## src/lfpj_pkg.sv

```systemverilog
`timescale 1ns / 1ps
`default_nettype none
// ----------------------------------------------------------------------------
// lfpj_pkg
// Shared types and constants for the line follower PID and junction logger.
// ----------------------------------------------------------------------------
package lfpj_pkg;

  localparam int unsigned NUM_SENSORS = 8;
  localparam int unsigned DIV_W       = 12;  // |weight sum| * 256 fits here
  localparam int unsigned CNT_W       = 4;   // active sensor count 0..8

  // sensor weights, 2.5 truncated to 2
  localparam logic signed [3:0] SENSOR_WEIGHT [NUM_SENSORS] = '{
    -4'sd7, -4'sd5, -4'sd2, -4'sd1, 4'sd1, 4'sd2, 4'sd5, 4'sd7
  };

  // configuration register indexes
  localparam logic [1:0] REG_DRIVE_BASE = 2'd0;
  localparam logic [1:0] REG_GAIN_P     = 2'd1;
  localparam logic [1:0] REG_GAIN_I     = 2'd2;
  localparam logic [1:0] REG_GAIN_D     = 2'd3;

  localparam logic [7:0]  DRIVE_BASE_RST = 8'd60;
  localparam logic [23:0] GAIN_P_RST     = 24'd655360;
  localparam logic [23:0] GAIN_I_RST     = 24'd7;
  localparam logic [23:0] GAIN_D_RST     = 24'd6553600;

  localparam logic [1:0] SYM_S = 2'd0;
  localparam logic [1:0] SYM_L = 2'd1;
  localparam logic [1:0] SYM_U = 2'd2;

  typedef enum logic [3:0] {
    MAN_FOLLOW = 4'd0,
    MAN_FINISH = 4'd1,
    MAN_FOUR   = 4'd2,
    MAN_TEE    = 4'd3,
    MAN_LJ     = 4'd4,
    MAN_RJ     = 4'd5,
    MAN_LEFT   = 4'd6,
    MAN_RIGHT  = 4'd7,
    MAN_UTURN  = 4'd8
  } maneuver_t;

  typedef enum logic [3:0] {
    S_IDLE,
    S_MERGE,
    S_DIV,
    S_INTEG,
    S_MUL_P,
    S_MUL_I,
    S_MUL_D,
    S_ACC,
    S_POST
  } state_t;

  typedef struct packed {
    logic [7:0] line_pattern;
    logic [7:0] settled_pattern;
    logic       clear_path;
  } in_beat_t;

  typedef struct packed {
    logic [3:0]         maneuver;
    logic [7:0]         left_speed;
    logic [7:0]         right_speed;
    logic signed [11:0] position_error;
    logic               path_written;
    logic [1:0]         path_symbol;
    logic [5:0]         path_count;
  } out_beat_t;

  // classifier verdict
  typedef struct packed {
    maneuver_t  man;
    logic       centred;
    logic       log_ok;   // symbol to append and settled pattern centred
    logic [1:0] sym;
  } class_t;

endpackage
`default_nettype wire

```

## src/lfpj_lane.sv

```systemverilog
`timescale 1ns / 1ps
`default_nettype none
// ----------------------------------------------------------------------------
// lfpj_lane
// One sensor lane: registers the sensor's weight contribution and activity.
// ----------------------------------------------------------------------------
module lfpj_lane (
  input  wire logic              clk,
  input  wire logic              load,
  input  wire logic              sensor,
  input  wire logic signed [3:0] weight,
  output logic signed [3:0]      contrib,
  output logic                   active
);
  // contribution is the weight when the sensor sees the line
  always_ff @(posedge clk) begin
    if (load) begin
      contrib <= sensor ? weight : 4'sd0;
      active  <= sensor;
    end
  end
endmodule
`default_nettype wire

```

## src/lfpj_divider.sv

```systemverilog
`timescale 1ns / 1ps
`default_nettype none
// ----------------------------------------------------------------------------
// lfpj_divider
// Restoring unsigned divider, one quotient bit per cycle.
// ----------------------------------------------------------------------------
module lfpj_divider (
  input  wire logic clk,
  input  wire logic rst,
  input  wire logic start,
  input  wire logic [lfpj_pkg::DIV_W-1:0] dividend,
  input  wire logic [lfpj_pkg::CNT_W-1:0] divisor,
  output logic done,
  output logic [lfpj_pkg::DIV_W-1:0] quotient
);
  import lfpj_pkg::*;

  localparam int unsigned STEP_W = $clog2(DIV_W + 1);

  logic              busy;
  logic [STEP_W-1:0] steps;
  logic [DIV_W-1:0]  dvd;
  logic [CNT_W-1:0]  dsr;
  logic [CNT_W-1:0]  rem;
  logic [CNT_W:0]    trial;
  logic              qbit;

  // trial subtraction of the next dividend bit
  always_comb begin
    trial = {rem, dvd[DIV_W-1]};
    qbit  = (trial >= {1'b0, dsr});
  end

  always_ff @(posedge clk) begin
    if (rst) begin
      busy  <= 1'b0;
      done  <= 1'b0;
      steps <= '0;
    end else begin
      done <= 1'b0;
      if (start) begin
        busy  <= 1'b1;
        steps <= STEP_W'(DIV_W);
      end else if (busy) begin
        steps <= steps - 1'b1;
        if (steps == STEP_W'(1)) begin
          busy <= 1'b0;
          done <= 1'b1;
        end
      end
    end
  end

  // datapath
  always_ff @(posedge clk) begin
    if (start) begin
      dvd      <= dividend;
      dsr      <= divisor;
      rem      <= '0;
      quotient <= '0;
    end else if (busy) begin
      dvd      <= {dvd[DIV_W-2:0], 1'b0};
      rem      <= qbit ? CNT_W'(trial - {1'b0, dsr}) : trial[CNT_W-1:0];
      quotient <= {quotient[DIV_W-2:0], qbit};
    end
  end
endmodule
`default_nettype wire

```

## src/lfpj_classify.sv

```systemverilog
`timescale 1ns / 1ps
`default_nettype none
// ----------------------------------------------------------------------------
// lfpj_classify
// Sorts a line pattern into follow, finish, junction, turn or U-turn.
// ----------------------------------------------------------------------------
module lfpj_classify (
  input  wire logic [7:0] pattern,
  input  wire logic [7:0] settled,
  input  wire logic       was_on_line,
  output lfpj_pkg::class_t verdict
);
  import lfpj_pkg::*;

  logic       has_sym;
  logic       settled_centred;

  always_comb begin
    settled_centred = (settled == 8'h18) || (settled == 8'h10) || (settled == 8'h08);
  end

  always_comb begin
    verdict.man     = MAN_FOLLOW;
    verdict.centred = 1'b0;
    verdict.sym     = SYM_S;
    has_sym         = 1'b0;
    case (pattern)
      8'h18, 8'h10, 8'h08: begin
        verdict.centred = 1'b1;
      end
      8'hFF, 8'h7E, 8'h7F, 8'hFE: begin
        verdict.man = MAN_FINISH;
      end
      8'h99, 8'hDB, 8'h91, 8'h89, 8'h5A, 8'h5B, 8'hDA, 8'h92, 8'h52, 8'h59: begin
        verdict.man = MAN_FOUR;
        has_sym     = 1'b1;
      end
      8'h81, 8'h42, 8'hC3, 8'h43, 8'hC2: begin
        verdict.man = MAN_TEE;
        verdict.sym = SYM_L;
        has_sym     = 1'b1;
      end
      8'h98, 8'h90, 8'h88, 8'h84, 8'h8C, 8'hB0, 8'h50, 8'h58, 8'h48, 8'h5C,
      8'h4C: begin
        verdict.man = MAN_LJ;
        verdict.sym = SYM_L;
        has_sym     = 1'b1;
      end
      8'h19, 8'h11, 8'h09, 8'h21, 8'h31, 8'h0D, 8'h0A, 8'h1A, 8'h12, 8'h3A,
      8'h32: begin
        verdict.man = MAN_RJ;
        has_sym     = 1'b1;
      end
      default: begin
        // plain turns, then U-turn once the line has been seen
        if ((pattern[7:6] != 2'b00) && (pattern[4:3] == 2'b00)) begin
          verdict.man = MAN_LEFT;
        end else if ((pattern[1:0] != 2'b00) && (pattern[4:3] == 2'b00)) begin
          verdict.man = MAN_RIGHT;
        end else if ((pattern == 8'h00) && was_on_line) begin
          verdict.man = MAN_UTURN;
          verdict.sym = SYM_U;
          has_sym     = 1'b1;
        end
      end
    endcase
    verdict.log_ok = has_sym && settled_centred;
  end
endmodule
`default_nettype wire

```

## src/line_follow_pid_junction_logger_unit.sv

```systemverilog
`timescale 1ns / 1ps
`default_nettype none
// The restoring divide runs for every beat and takes most of the time from
// input beat to result beat.
// A new item is taken only once the previous one has reached the output
// register; the next item is taken while the result beat waits there.
// Reset: synchronous; restores register defaults, clears PID state and the
// path count. The path store itself is not cleared.
// ----------------------------------------------------------------------------
// line_follow_pid_junction_logger_unit
// Line follower step: eight sensor lanes, merge, divide, shared PID
// multiplier, drive clamp, junction classifier and path log.
// ----------------------------------------------------------------------------
module line_follow_pid_junction_logger_unit #(
  parameter int unsigned PATH_DEPTH = 32
) (
  input  wire logic                clk,
  input  wire logic                rst,
  input  wire logic                in_valid,
  output logic                     in_stall,
  input  wire lfpj_pkg::in_beat_t  in_data,
  output logic                     out_valid,
  input  wire logic                out_stall,
  output lfpj_pkg::out_beat_t      out_data,
  input  wire logic                cfg_we,
  input  wire logic [1:0]          cfg_index,
  input  wire logic [23:0]         cfg_data
);
  import lfpj_pkg::*;

  localparam int unsigned LEN_W  = $clog2(PATH_DEPTH + 1);
  localparam int unsigned ADDR_W = $clog2(PATH_DEPTH);

  // configuration
  logic [7:0]  drive_base;
  logic [23:0] gain_p, gain_i, gain_d;

  // PID and path state
  logic signed [11:0] last_error;
  logic signed [23:0] error_integral;
  logic               was_on_line;
  logic [LEN_W-1:0]   path_length;
  logic [1:0]         path_store [PATH_DEPTH];

  // per-item registers
  state_t             state, state_next;
  logic [7:0]         pat_r, settled_r;
  logic               clear_r;
  logic signed [6:0]  sum_r;
  logic [CNT_W-1:0]   cnt_r;
  logic signed [11:0] err_r;
  logic signed [12:0] deriv_r;
  logic signed [48:0] prod;
  logic signed [49:0] acc;

  // control
  logic accept, div_start, out_free, post_load;
  logic div_done;
  logic [DIV_W-1:0] quot;

  // lanes
  logic signed [3:0] lane_contrib [NUM_SENSORS];
  logic              lane_active  [NUM_SENSORS];

  assign accept   = in_valid && !in_stall;
  assign out_free = !out_valid || !out_stall;

  for (genvar g = 0; g < NUM_SENSORS; g++) begin : g_lane
    lfpj_lane u_lane (
      .clk     (clk),
      .load    (accept),
      .sensor  (in_data.line_pattern[g]),
      .weight  (SENSOR_WEIGHT[g]),
      .contrib (lane_contrib[g]),
      .active  (lane_active[g])
    );
  end

  // merge of lane results
  logic signed [6:0] sum_c;
  logic [CNT_W-1:0]  cnt_c;
  logic [3:0]        mag_c;
  always_comb begin
    sum_c = '0;
    cnt_c = '0;
    for (int i = 0; i < NUM_SENSORS; i++) begin
      sum_c = sum_c + 7'(lane_contrib[i]);
      cnt_c = cnt_c + CNT_W'(lane_active[i]);
    end
    mag_c = sum_c[6] ? 4'(-sum_c) : sum_c[3:0];
  end

  lfpj_divider u_div (
    .clk      (clk),
    .rst      (rst),
    .start    (div_start),
    .dividend ({mag_c, 8'h00}),
    .divisor  (cnt_c),
    .done     (div_done),
    .quotient (quot)
  );

  // next state
  always_comb begin
    state_next = state;
    case (state)
      S_IDLE:  if (in_valid) state_next = S_MERGE;
      S_MERGE: state_next = S_DIV;
      S_DIV:   if (div_done) state_next = S_INTEG;
      S_INTEG: state_next = S_MUL_P;
      S_MUL_P: state_next = S_MUL_I;
      S_MUL_I: state_next = S_MUL_D;
      S_MUL_D: state_next = S_ACC;
      S_ACC:   state_next = S_POST;
      S_POST:  if (out_free) state_next = S_IDLE;
      default: state_next = S_IDLE;
    endcase
  end

  // control outputs
  always_comb begin
    in_stall  = (state != S_IDLE);
    div_start = (state == S_MERGE);
    post_load = (state == S_POST) && out_free;
  end

  always_ff @(posedge clk) begin
    if (rst) state <= S_IDLE;
    else     state <= state_next;
  end

  // configuration writes
  always_ff @(posedge clk) begin
    if (rst) begin
      drive_base <= DRIVE_BASE_RST;
      gain_p     <= GAIN_P_RST;
      gain_i     <= GAIN_I_RST;
      gain_d     <= GAIN_D_RST;
    end else if (cfg_we) begin
      case (cfg_index)
        REG_DRIVE_BASE: drive_base <= cfg_data[7:0];
        REG_GAIN_P:     gain_p     <= cfg_data;
        REG_GAIN_I:     gain_i     <= cfg_data;
        REG_GAIN_D:     gain_d     <= cfg_data;
        default: ;
      endcase
    end
  end

  // error from divide, integral update
  logic signed [11:0] err_c;
  logic signed [24:0] integ_sum;
  logic signed [23:0] integ_base;
  always_comb begin
    err_c = (cnt_r == '0) ? last_error
          : (sum_r[6] ? -$signed(quot) : $signed(quot));
    integ_base = error_integral;
    if ((cnt_r != '0) && (((err_c < 0) && (last_error > 0)) ||
                          ((err_c > 0) && (last_error < 0)))) begin
      integ_base = '0;
    end
    integ_sum = 25'(integ_base) + 25'(err_c);
  end

  // shared multiplier operand select
  logic signed [24:0] mul_a;
  logic signed [23:0] mul_b;
  always_comb begin
    case (state)
      S_MUL_I: begin
        mul_a = $signed({1'b0, gain_i});
        mul_b = error_integral;
      end
      S_MUL_D: begin
        mul_a = $signed({1'b0, gain_d});
        mul_b = 24'(deriv_r);
      end
      default: begin
        mul_a = $signed({1'b0, gain_p});
        mul_b = 24'(err_r);
      end
    endcase
  end

  // drive clamp
  logic signed [50:0] base_ext, v_left, v_right;
  logic [7:0]         left_c, right_c;
  always_comb begin
    base_ext = $signed({19'd0, drive_base, 24'd0});
    v_left   = base_ext - 51'(acc);
    v_right  = base_ext + 51'(acc);
    if (v_left[50])                    left_c = 8'd0;
    else if (v_left[49:32] != '0)      left_c = 8'd255;
    else                               left_c = v_left[31:24];
    if (v_right[50])                   right_c = 8'd0;
    else if (v_right[49:32] != '0)     right_c = 8'd255;
    else                               right_c = v_right[31:24];
  end

  class_t verdict;
  lfpj_classify u_class (
    .pattern     (pat_r),
    .settled     (settled_r),
    .was_on_line (was_on_line),
    .verdict     (verdict)
  );

  // path append
  logic [LEN_W-1:0] len_base;
  logic             do_write;
  always_comb begin
    len_base = clear_r ? '0 : path_length;
    do_write = verdict.log_ok && (len_base < LEN_W'(PATH_DEPTH));
  end

  // datapath sequencing
  always_ff @(posedge clk) begin
    if (accept) begin
      pat_r     <= in_data.line_pattern;
      settled_r <= in_data.settled_pattern;
      clear_r   <= in_data.clear_path;
    end
    if (state == S_MERGE) begin
      sum_r <= sum_c;
      cnt_r <= cnt_c;
    end
    if (state == S_INTEG) begin
      err_r   <= err_c;
      deriv_r <= 13'(err_c) - 13'(last_error);
    end
    if ((state == S_MUL_P) || (state == S_MUL_I) || (state == S_MUL_D)) begin
      prod <= mul_a * mul_b;
    end
    if (state == S_MUL_I) acc <= 50'(prod);
    if ((state == S_MUL_D) || (state == S_ACC)) acc <= acc + 50'(prod);
  end

  // PID state
  always_ff @(posedge clk) begin
    if (rst) begin
      last_error     <= '0;
      error_integral <= '0;
      was_on_line    <= 1'b0;
      path_length    <= '0;
    end else begin
      if (state == S_INTEG) begin
        if (integ_sum > 25'sd8388607)       error_integral <= 24'sh7FFFFF;
        else if (integ_sum < -25'sd8388608) error_integral <= 24'sh800000;
        else                                error_integral <= integ_sum[23:0];
      end
      if (post_load) begin
        last_error <= err_r;
        if (verdict.man >= MAN_FOUR) error_integral <= '0;
        if (verdict.centred) was_on_line <= 1'b1;
        path_length <= do_write ? len_base + 1'b1 : len_base;
      end
    end
  end

  // path store
  always_ff @(posedge clk) begin
    if (post_load && do_write) path_store[len_base[ADDR_W-1:0]] <= verdict.sym;
  end

  // output register
  always_ff @(posedge clk) begin
    if (rst) begin
      out_valid <= 1'b0;
    end else if (post_load) begin
      out_valid <= 1'b1;
    end else if (!out_stall) begin
      out_valid <= 1'b0;
    end
  end

  always_ff @(posedge clk) begin
    if (post_load) begin
      out_data.maneuver       <= verdict.man;
      out_data.left_speed     <= left_c;
      out_data.right_speed    <= right_c;
      out_data.position_error <= err_r;
      out_data.path_written   <= do_write;
      out_data.path_symbol    <= do_write ? verdict.sym : SYM_S;
      out_data.path_count     <= 6'(do_write ? len_base + 1'b1 : len_base);
    end
  end
endmodule
`default_nettype wire

```

## config.mk

```make
export PLATFORM = sky130hd
export DESIGN_NAME = line_follow_pid_junction_logger_unit
export DESIGN_NICKNAME = d
export VERILOG_FILES = /design/src/lfpj_pkg.sv /design/src/lfpj_lane.sv /design/src/lfpj_divider.sv /design/src/lfpj_classify.sv /design/src/line_follow_pid_junction_logger_unit.sv
export SDC_FILE = /design/constraint.sdc
export NUM_CORES = 2
export LEC_CHECK = 0
export BUFFER_PORTS_ARGS = -buffer_cell sky130_fd_sc_hd__buf_2
export CAP_MARGIN = 20
export CORE_ASPECT_RATIO = 1.25
export CORE_MARGIN = 2
export CORE_UTILIZATION = 25
export DETAILED_ROUTE_END_ITERATION = 12
export GPL_ROUTABILITY_DRIVEN = 0
export HOLD_SLACK_MARGIN = 0.02
export PLACE_DENSITY = 0.49
export SETUP_SLACK_MARGIN = 0.1
export SYNTH_ARGS = -nofsm -noshare
export SYNTH_HDL_FRONTEND = slang
export SYNTH_HIERARCHICAL = 1
export SYNTH_SLANG_ARGS = --single-unit
```

## constraint.sdc

```tcl
create_clock -name clk -period 10.4 [get_ports clk]
set_clock_uncertainty 0.15 [all_clocks]
set_input_delay 1.56 -clock clk [delete_from_list [all_inputs] [get_ports clk]]
set_output_delay 1.56 -clock clk [all_outputs]
set_load 0.03 [all_outputs]
```

# Word-level counts from Yosys, hierarchy flattened
# Index checks and enable logic that the tools add are counted.
[classes]
add_sub_neg = 24
n_mul = 1
div_mod_pow = 0
n_lt_le_gt_ge = 9
eq_ne = 63
shifts = 0
n_mux = 53
n_bitwise = 1
reduce_logical = 51
[ops]
columns = ["op", "n"]
rows = [
  ["24-bit 2-to-1 mux", 6],
  ["8-bit == test, second input constant", 17],
  ["8-bit by 7-bit == test with 1-bit output, second input constant", 13],
  ["50-bit 2-to-1 mux", 2],
  ["24-bit one-hot mux with 2 select lines", 2],
  ["8-bit by 5-bit == test with 1-bit output, second input constant", 8],
  ["4-bit 2-to-1 mux", 14],
  ["33-bit by 50-bit adder with 51-bit output", 1],
  ["33-bit by 50-bit subtractor with 51-bit output", 1],
  ["50-bit by 49-bit adder with 50-bit output", 1],
  ["25-bit by 24-bit multiplier with 49-bit output", 1],
  ["12-bit 2-to-1 mux", 4],
  ["8-bit by 4-bit == test with 1-bit output, second input constant", 5],
  ["37-bit OR reduction", 1],
  ["4-bit one-hot mux with 9 select lines", 1],
  ["18-bit nonzero test", 2],
  ["8-bit by 6-bit == test with 1-bit output, second input constant", 4],
  ["28-bit OR reduction", 1],
  ["24-bit by 12-bit adder with 25-bit output", 1],
  ["25-bit by 24-bit > comparator with 1-bit output, second input constant", 1],
  ["25-bit by 24-bit less-than comparator with 1-bit output, second input constant", 1],
  ["12-bit by 1-bit > comparator with 1-bit output, second input constant", 2],
  ["12-bit by 1-bit less-than comparator with 1-bit output, second input constant", 2],
  ["4-bit one-hot mux with 6 select lines", 1],
  ["53 further kinds", 110],
]
[word_totals]
register_bits = 380
latchBits = 0
mem_bits_rw = 0
romBits = 0
in_bits = 48
output_inout_bits = 43
wordCells = 251
mem_count = 0

# Logic depth before layout (Yosys ltp)
[depth]
ltp_word = 15
depth_mapped = 33
mapped_depth_nobuf = 30

# By module
# The synthesis kept the hierarchy.
[modules_own_cells]
columns = ["mod", "n_inst", "cells_each", "area_each_um2", "seq_area_each_um2"]
rows = [
  ["line_follow_pid_junction_logger_unit", 1, 4358, 38240.4, 8177.8],
  ["lfpj_divider", 1, 142, 1679.1, 920.9],
  ["lfpj_lane", 8, 9, 175.2, 150.1],
  ["lfpj_classify", 1, 69, 485.5, 0.0],
]

# Worst setup path before layout
# No wires, ideal clock.
[synth_path]
path_type = "reg2reg"
startpoint = "reg state[0]"
endpoint = "reg prod[48], data pin"
setup_ps = 266
arrival_time_ps = 10925
required_ps = 9984
slack_ps = -941
stages_incl_launch_ff = 30
path_buffers = 3
period_less_slack_ps = 11341
cell_sequence = "dfxtp_1 clkbuf_1 nor2_1 nor2_1 nand2_1 clkbuf_1 a222oi_1 clkbuf_1 nor2_1 fa_1 fa_1 inv_1 fa_1 fa_1 inv_1 fa_1 fa_1 inv_1 fa_1 inv_1 ha_1 a211oi_2 o221ai_2 a2111oi_4 a31oi_2 a2111oi_4 o41ai_2 a311o_1 mux2i_1 nand4_1"
[synth_via]
elab_chain_len = 3
word_cells_on_any_way = 5
cone_classes = "mul: 1; eq/ne: 2; mux: 2"
[synth_rtl]
columns = ["item", "line", "source"]
rows = [
  ["start: declaration", "line_follow_pid_junction_logger_unit.sv:46", "state_t state, state_next;"],
  ["start signal: assignment", "line_follow_pid_junction_logger_unit.sv:129", "else state <= state_next;"],
  ["4-bit by 3-bit == test with 1-bit output", "line_follow_pid_junction_logger_unit.sv:169", "case (state)"],
  ["24-bit one-hot mux with 2 select lines", "line_follow_pid_junction_logger_unit.sv:169", ""],
  ["25-bit by 24-bit multiplier with 49-bit output (*)", "line_follow_pid_junction_logger_unit.sv:232", "prod <= mul_a * mul_b;"],
  ["end signal: assignment", "line_follow_pid_junction_logger_unit.sv:232", ""],
  ["end: declaration", "line_follow_pid_junction_logger_unit.sv:53", "logic signed [48:0] prod;"],
]
# Every way passes the cells marked *; elsewhere a longest branch is shown, timed or not.
# A chain may end at the register's enable or synchronous reset.

# Final worst setup path
[layout_path]
startpoint = "reg state[3]"
endpoint = "reg prod[48], data pin"
# Same word-level chain as after synthesis.

==> impl_results.md <==
- Starting Density: 25.20%
- Yosys top cell area share: about a quarter
- Drt drc: 0
- Synth top area cells: fa_1 (25%), edfxtp_1 (17%), ha_1 (9.6%)
- WL/cell: 19.22 µm
- Setup Buffers After CTS: 0
- Post-Layout Cell Count: 6946
- Count of cell types in the netlist: 100
- Critical path capture point type: register
- First-pass GRT wire length: 204.1 mm
- Total iterations of the first detailed-routing run: 6
- Setup_tns: 0 ns
- Worst EP required: approximately 11 ns
- Pleak: slightly above 20 nW
- Final worst path period share: between 90% and 100%
- Root Driver: clkbuf_16
- DP HPWL: roughly 110 mm
- Post-synth top area cell: fa_1
- Pint: between 4 and 5 mW
- Drt via density: 4.695
- Critical path arrival: between 10 and 15 ns
- Critical path class: reg -> reg
- Tot Pwr: a little under 9 mW
- Most frequent cell after synthesis: nand2_1
- Sequential power share: a little under a quarter
- Hold/Removal Path Class: reg -> reg
- Pre-CTS setup slack: 0.5298 ns
- CTS buffer count: 47
- Routed via count: 32610
- Unrepaired setup endpoints after global routing: false
- Gate Count Post-Synth: 4641
- GR Util All Layers: roughly 16%
- CTS clk-pin slew, worst paths: roughly 0.06 ns
- Worst setup margin: 0.5565 ns
- Async SR Flop Fraction: 0%
- Starting DRT DRC Count: 2029
- Sequential fraction of the synthesis area: 24.64%
- Max Freq: ~100 MHz
- Initial antenna violation count: 17
- Most used cell, CP: fa_1
- Placed cells: around 6900
- Vias in the first global route: 33770
- Routed WL: between 100 and 150 mm
- Max-slew violations: 0
- Ys flop type: edfxtp_1
- Row cnt: roughly 170
- CTS H-Tree Depth: 2
- Sink Count: approximately 400
- Post-synth EDFFs: 243
- Final #Nets: approximately 5600
- Slew margin rel.: between 20% and 30%
- Final Hold Vio Count: 0
- Most instantiated cells after synthesis: nand2_1 (681), inv_1 (677), fa_1 (518)
- Worst IR Drop VDD: about 0.00037 V
- CTS tree: done
- CP startpoint kind: register
- Setup-failing EPs final: 0
- Max incr delay on CP: about 0.63 ns
- CP max stage cell: fa_1
- Skew-Pair Late Insertion Delay: 0.64 ns
- Min Tclk post-route: around 9.8 ns
- Register bit count reported by yosys: just under 400
- Worst-Margin Slew: roughly 1.2 ns
- Layout cells sized above 1: approximately 7.1%
- Clock group share of total power: roughly 19%
- # Max-Cap Violations: 0
- Die width: approximately 370 µm
- Sw Ratio: a little over two fifths
- Synth Cell Area: 41810 µm²
- Core Area: 165900 µm²
- Crit path max fanout: 29
- NetSw: between 3 and 4 mW
- Die Y: about 460 µm
- Gate power share: ~57%
- Area growth, synth to finish: 11.82%
- Pin count of the biggest net entering global routing: 96
- Grt ovf: 0
- Num ports: 91
- Die ar.: between 150000 and 200000 µm²
- Clk buf depth: 3
- Yosys warnings: 6
- IO Port Bufs: 90
- Mean Syn Cell Area: 9.008 µm²
- Cell Pwr Density: about 190 nW/µm²
- Outcome: finished clean
- Routed Antenna Nets: 0
-- critical path: cells and delay by family (launching register included) --
kind | cells | cell delay (ns)
AOI/OAI and AO/OA | 7 | 2.14
muxes | 1 | 0.21
and+or+nand+nor | 6 | 1.83
buffers and inverters | 4 | 0.66
adders and majority gates | 8 | 4.12
DFF | 1 | 0.41
-- through the flow --
step	util [%]	instance area (µm²)	hold slack, ns
final	28.18	46750	0.3044
after detailed placement	27.21	45140	0.2967
after global routing	28.17	46740	0.3206
after CTS	28.17	46740	0.3052
after floorplan	-	41960	0.2860
after global placement	27.21	45140	0.2923
-- cells in the final DEF, fill, tap and decap left out, drive strengths merged, types with 150 or more instances in the layout --
| cell | Yosys | layout |
|---|---|---|
| buf | 24 | 191 |
| o21ai | 160 | 160 |
| ha | 321 | 321 |
| dfxtp | 150 | 150 |
| edfxtp | 243 | 243 |
| nand2 | 681 | 681 |
| inv | 679 | 683 |
| nor2 | 426 | 426 |
| fa | 518 | 518 |
| a21oi | 260 | 260 |
-- path summary, 6_finish.rpt --
kind,startpoint,end,slack [ns],cells past startpoint
hold reg to reg,gain_d[14],gain_d[14],0.30,2
hold / removal,gain_d[14],gain_d[14],0.30,2
setup / recovery,state[3],prod[48],0.56,26
setup reg to reg,state[3],prod[48],0.56,26
-- per-layer routing --
layer	GRT usage, %	vias to the layer above	part of all wire, %
met3	2.710	271	5.4
met5	0	-	0.13
met4	6.435	30	4.9
met2	26.85	860	48
li1	-	15320	-
met1	19.20	16130	42
-- state kept, by name, summed over array words and instances (netlist names), 6 cells and up --
register,cells
err_r,12
last_error,12
g_lane.u_lane/active,8
settled_r,8
path_length,6
gain_p,24
deriv_r,13
u_div/dvd,12
gain_d,24
out_data,41
error_integral,24
u_div/quotient,12
prod,49
acc,50
drive_base,8
gain_i,24
pat_r,8
g_lane.u_lane/contrib,32
-- power groups by stage --
stage / combinational [mW] / sequential (mW) / clock (mW)
6_report: 5.05 / 2.13 / 1.72
4_1_cts: 5.15 / 2.13 / 1.77
3_5_place_dp: 5.11 / 2.16 / 0
5_1_grt: 5.76 / 2.15 / 1.82
2_1_floorplan: 3.69 / 2.12 / 0
3_3_place_gp: 5.07 / 2.16 / 0
-- cells by family after synthesis --
group | share of synthesized area (%)
flip-flops | 24.64
buffers and inverters | 8.111
other | 0.01796
AND/OR/NAND/NOR | 16.61
adder cells (fa/ha/maj) | 34.41
XOR/XNOR | 2.870
multiplexers | 0.8799
AO/OA/AOI/OAI | 12.46
-- what timing repair did --
| action | CTS | global route |
|---|---|---|
| setup endpoints to repair | 0 | 1 |
| gates resized for setup | 0 | 2 |
| hold buffers | 0 | 0 |
-- layout make-up --
type,instances,area (µm²)
clock inverters,32,356.6
repair buffers,191,1211
diodes,3,7.507
multi-input cells,3395,28330
inverters,679,2549
fillers,17770,119200
clock buffers,56,1241
well taps,2197,2749
flip-flops and latches,393,10300
(Power assumes the default switching activity.)
